==> src/hdl/pqm_pkg.sv <==
// Shared types and constants for the pixel quality mask block.
// No dependencies; every other file in this block imports it.
package pqm_pkg;

   // Widths of the radiance samples and of the gain registers.
   localparam int RAD_BITS  = 16;
   localparam int GAIN_BITS = 32;

   // Configuration port shape and register indexes.
   localparam int CSR_INDEX_BITS = 3;
   localparam int CSR_DATA_BITS  = 32;

   localparam logic [CSR_INDEX_BITS-1:0] CSR_GAIN_BLUE   = 3'd0;
   localparam logic [CSR_INDEX_BITS-1:0] CSR_GAIN_RED    = 3'd1;
   localparam logic [CSR_INDEX_BITS-1:0] CSR_GAIN_NIR    = 3'd2;
   localparam logic [CSR_INDEX_BITS-1:0] CSR_GAIN_SWIR   = 3'd3;
   localparam logic [CSR_INDEX_BITS-1:0] CSR_SWIR_ENABLE = 3'd4;

   // Bit positions inside the quality mask.
   localparam int Q_CLOUD_BIT  = 0;
   localparam int Q_SHADOW_BIT = 1;
   localparam int Q_WATER_BIT  = 2;
   localparam int Q_SNOW_BIT   = 3;
   localparam int Q_BITS       = 4;

   // One input item.
   typedef struct packed {
      logic [RAD_BITS-1:0] blue_radiance;
      logic [RAD_BITS-1:0] red_radiance;
      logic [RAD_BITS-1:0] nir_radiance;
      logic [RAD_BITS-1:0] swir_radiance;
      logic                last_pixel;
   } req_type;

   // One result item.
   typedef struct packed {
      logic [Q_BITS-1:0] quality_bits;
      logic              scene_end;
   } rsp_type;

   // Per-item control that travels beside the reflectance data.
   typedef struct packed {
      logic pix_ok;
      logic snow_on;
      logic last;
   } ctrl_type;

   // Threshold and ratio test results of one pixel.
   typedef struct packed {
      logic rb_gt25;
      logic rn_gt60;
      logic ndvi_lt02;
      logic ndvi_lt0;
      logic rb_lt4;
      logic rr_lt4;
      logic rn_lt4;
      logic rn_lt5;
      logic rn_gt10;
      logic ndsi_gt04;
   } flags_type;

endpackage

==> src/hdl/pqm_refl.sv <==
// One band's radiance to reflectance conversion: multiply, then shift and saturate.
// Depends on pqm_pkg for the radiance and gain widths.
module pqm_refl #(
   parameter int REFL_FRAC_BITS = 16
) (
   input  logic                           clock,
   input  logic [pqm_pkg::RAD_BITS-1:0]   rad,
   input  logic [pqm_pkg::GAIN_BITS-1:0]  gain,
   output logic [REFL_FRAC_BITS+3:0]      refl
);
   import pqm_pkg::*;

   localparam int PROD_BITS  = RAD_BITS + GAIN_BITS;
   localparam int REFL_BITS  = REFL_FRAC_BITS + 4;
   localparam int REFL_SHIFT = REFL_FRAC_BITS + 8;
   localparam logic [PROD_BITS-1:0] REFL_MAX = PROD_BITS'((64'd1 << REFL_BITS) - 64'd1);

   logic [PROD_BITS-1:0] prod_ff, prod_in;
   logic [PROD_BITS-1:0] shifted;
   logic [REFL_BITS-1:0] refl_ff, refl_in;

   function automatic logic [PROD_BITS-1:0] prod_in_shift(input logic [PROD_BITS-1:0] p);
      prod_in_shift = p >> REFL_SHIFT;
   endfunction

   // First stage: the full product of radiance and gain.
   assign prod_in = PROD_BITS'(rad) * PROD_BITS'(gain);

   // Second stage: drop the fraction bits and clamp to the reflectance range.
   assign shifted = prod_in_shift(prod_ff);
   assign refl_in = (shifted > REFL_MAX) ? REFL_MAX[REFL_BITS-1:0] : shifted[REFL_BITS-1:0];

   always_ff @(posedge clock) begin
      prod_ff <= prod_in;
      refl_ff <= refl_in;
   end

   assign refl = refl_ff;

endmodule

==> config.mk <==
export PLATFORM = sky130hd
export DESIGN_NAME = pqm_refl
export DESIGN_NICKNAME = d
export VERILOG_FILES = /design/src/hdl/pqm_pkg.sv /design/src/hdl/pqm_refl.sv
export SDC_FILE = /design/constraint.sdc
export NUM_CORES = 1
export LEC_CHECK = 0
export ABC_AREA = 1
export BUFFER_PORTS_ARGS = -buffer_cell sky130_fd_sc_hd__buf_2
export CAP_MARGIN = 20
export CORE_ASPECT_RATIO = 0.8
export CORE_MARGIN = 2
export CORE_UTILIZATION = 35
export CTS_CLUSTER_DIAMETER = 60
export DETAILED_ROUTE_END_ITERATION = 7
export PLACE_DENSITY = 0.46
export SYNTH_ARGS = -nofsm -noshare
export SYNTH_HDL_FRONTEND = slang
export SYNTH_SLANG_ARGS = --single-unit
==> constraint.sdc <==
create_clock -name clock -period 12.35 [get_ports clock]
set_input_delay 1.8525 -clock clock [delete_from_list [all_inputs] [get_ports clock]]
set_output_delay 1.8525 -clock clock [all_outputs]
set_load 0.03 [all_outputs]
==> key figures <==
Final layout
  – Post-route insts no fill: 3055
  – Fillers: 5426
  – Area growth syn-to-layout: 5.351%
  – Diodes inserted: 0
  – Share of cells above drive strength 1: 0.04133
  – Nets: 2953

Clocking
  – CTS Buf Count: 5
  – Root buffer cell: clkbuf_16
  – Clock sink count: 44
  – TritonCTS clock tree: built
  – Worst-Skew Late Latency: 290 ps
  – H-tree depth: 2
  – Worst-path clk slew: 80 ps
  – # hold bufs at CTS: 0
  – Post-CTS sizing: 0
  – Clock buffer depth: 2
  – Post-CTS setup buffer count: 0

Logic synthesis
  – Seq/Total Area, Yosys: 0.04905
  – FFs w/ async S/R, synth: 0
  – Yosys reg bits: 44
  – Most used DFF post-synth: dfxtp_1
  – Yosys cell types: 29
  – Avg Cell Area, Syn: 7.464 um^2
  – Mapped Cells: 2406
  – Syn Nets: 2989
  – Warnings from Yosys: 0
  – Count of flip-flops with a built-in enable after synthesis: 0
  – Post-Syn Area: 17960 um^2

Timing
  – Minimum clock period: 7469 ps
  – Slew @ Worst Pin: 863.7 ps
  – Final Hold Viols: 0
  – Final-report setup violation count: 0
  – Final period util: 0.6048
  – Setup TNS: 0 ps
  – Hold_ws: 414.6 ps
  – Rel. slew slack: 0.4242
  – RSZ-0062 raised after global routing: no
  – Max Clock Skew: 13.37 ps
  – Peak Freq: 0.1339 GHz
  – Pins Over Slew Limit: 0
  – Final Worst Setup Slack: 4881 ps

Setup path
  – Critical Path Sink Type: flip-flop
  – FF-to-FF setup slack: 11240 ps
  – Worst path top cell family by delay: adder cells
  – Critical-path cell list: buf_2, nand2_1, fa_1, inv_1, fa_1, fa_1, fa_1, fa_1, inv_1, fa_1, inv_1, ha_1, nand2_1, nor2_1, inv_2, nor3_2, inv_2, nor3_1, a21oi_1, xnor2_1
  – Reg2reg start: prod_ff[46]
  – Critical Path RT: 12500 ps
  – Slowest-stage cell, CP: buf_2
  – Worst path max stage delay: 630 ps
  – CP max FO: 32
  – Worst path depth: 20
  – Bufs and invs on worst path: 6
  – Worst reg-to-reg path cell count: 3
  – FF-to-FF End: refl[12]
  – CP arrival: 7620 ps
  – Critical path type: input pin to flip-flop
  – CP dominant cell by count: fa_1
  – CP Launch Type: input pin

Drt
  – Vias per cell: 4.635
  – WL per Instance: 16.25 um
  – Wirelength, routed: 49630 um
  – DR iter-0 viols: 714
  – Via count: 14.16k
  – Post-route ant nets: 0
  – First-pass DRT Iterations: 5
  – DRC violations left: 0

Worst hold path
  – WHS Path Cells: 2
  – Worst Hold Path EP: refl[4]
  – Min-delay src: prod_ff[28]
  – Worst Hold Class: flip-flop to flip-flop

Floorplanning
  – Core area: 50830 um^2
  – Boundary Pins: 69
  – Initial core utilization: 0.3533
  – Number of core rows: 74
  – Die area: 53150 um^2
  – Die span in y: 206.6 um
  – Width of the die: 257.2 um

Place
  – Placed Cells: 3047
  – IO Port Bufs: 68
  – Routability congestion estimate from global placement: 0.8955
  – Setup slack at placement: 4612 ps
  – Final HPWL DP: 42530 um

Status
  – Status: completed

GRT
  – First-pass GRT wire length: 83490 um
  – Largest net degree at the start of global routing: 33
  – Vias in the first global route: 15.64k
  – Total track usage: 0.1986
  – Initial antenna violation count: 1
  – Remaining global-route overflow: 0

Run
  – Max_cap viols: 0
logic make-up (layout without fill, tap and decap cells):
kind of cell	Yosys count	in the layout	share of synthesized area
AO/OA/AOI/OAI	123	123	0.03679
XOR/XNOR	11	11	0.005365
adder cells (fa/ha/maj)	534	534	0.5464
buffers and inverters	845	810	0.1766
flip-flops	44	44	0.04905
AND/OR/NAND/NOR	849	849	0.1858
Yosys cell counts (2+ instances only):
cell / number / area (um^2)
nor2_1: 84 / 315.3
inv_2: 7 / 26.28
dfxtp_1: 44 / 880.8
xor2_1: 6 / 52.55
a31oi_1: 3 / 18.77
fa_1: 417 / 8348
nor4_1: 3 / 18.77
nor3_2: 3 / 30.03
nand2_1: 691 / 2594
a21oi_1: 63 / 315.3
o21bai_1: 7 / 52.55
nand3_1: 30 / 150.1
o21ai_1: 16 / 80.08
and2_1: 3 / 18.77
o21a_1: 6 / 45.04
xnor2_1: 5 / 43.79
clkbuf_1: 110 / 412.9
nor3_1: 9 / 45.04
o21ai_0: 25 / 125.1
inv_1: 726 / 2725
nand4_1: 16 / 100.1
nand2_2: 4 / 25.02
buf_1: 2 / 7.510
ha_1: 117 / 1464
nor2_2: 5 / 31.28
registers in the layout (all words and copies together) (netlist names):
name     cells
prod_ff     24
refl        20
metrics by stage:
step / cell area (um^2) / utilization
3_5_place_dp: 18750 / 0.3688
5_1_grt: 18920 / 0.3722
2_1_floorplan: 17960 / -
4_1_cts: 18920 / 0.3722
3_3_place_gp: 18750 / 0.3688
6_report: 18920 / 0.3722
routing by layer:
metal  wire length (um)  global-route usage
met1              23690              0.2853
met2              23160              0.3374
met3               2134             0.01270
met4                652             0.03094
met5                  0                   0
worst reg2reg max path: cells and delay by family, from the launching register on:
| family | cells | cell delay (ps) |
|---|---|---|
| simple gates | 2 | 370 |
| flops | 1 | 340 |
| buf+inv | 1 | 270 |
area by class of cell:
type | instances | area [um^2] | share of cell area
Multi-Input combinational cell | 1517 | 13910 | 0.7353
Inverter | 733 | 2751 | 0.1454
Sequential cell | 44 | 880.8 | 0.04656
Tap cell | 684 | 855.8 | 0.04524
Timing Repair Buffer | 69 | 347.8 | 0.01839
Clock buffer | 5 | 125.1 | 0.006614
Clock inverter | 3 | 46.29 | 0.002447
worst max-delay path by stage:
stage / from / to
floorplan: gain[29] / prod_ff[44]
global placement: rad[7] / prod_ff[26]
global route: rad[10] / prod_ff[26]
CTS: rad[10] / prod_ff[26]
detailed placement: rad[10] / prod_ff[26]
finish: rad[10] / prod_ff[26]
placed cells by master (no fill, tap or decap), types with 16 or more instances in the layout:
cell type    n
nand4_1     16
nand2_1    691
nor2_1      84
buf_2       68
fa_1       417
o21ai_0     25
dfxtp_1     44
ha_1       117
inv_1      726
a21oi_1     63
nand3_1     30
o21ai_1     16
Power is left out: the tool's default activity adds up to more than one toggle a clock period on the data nets, which glitch-free logic cannot reach.
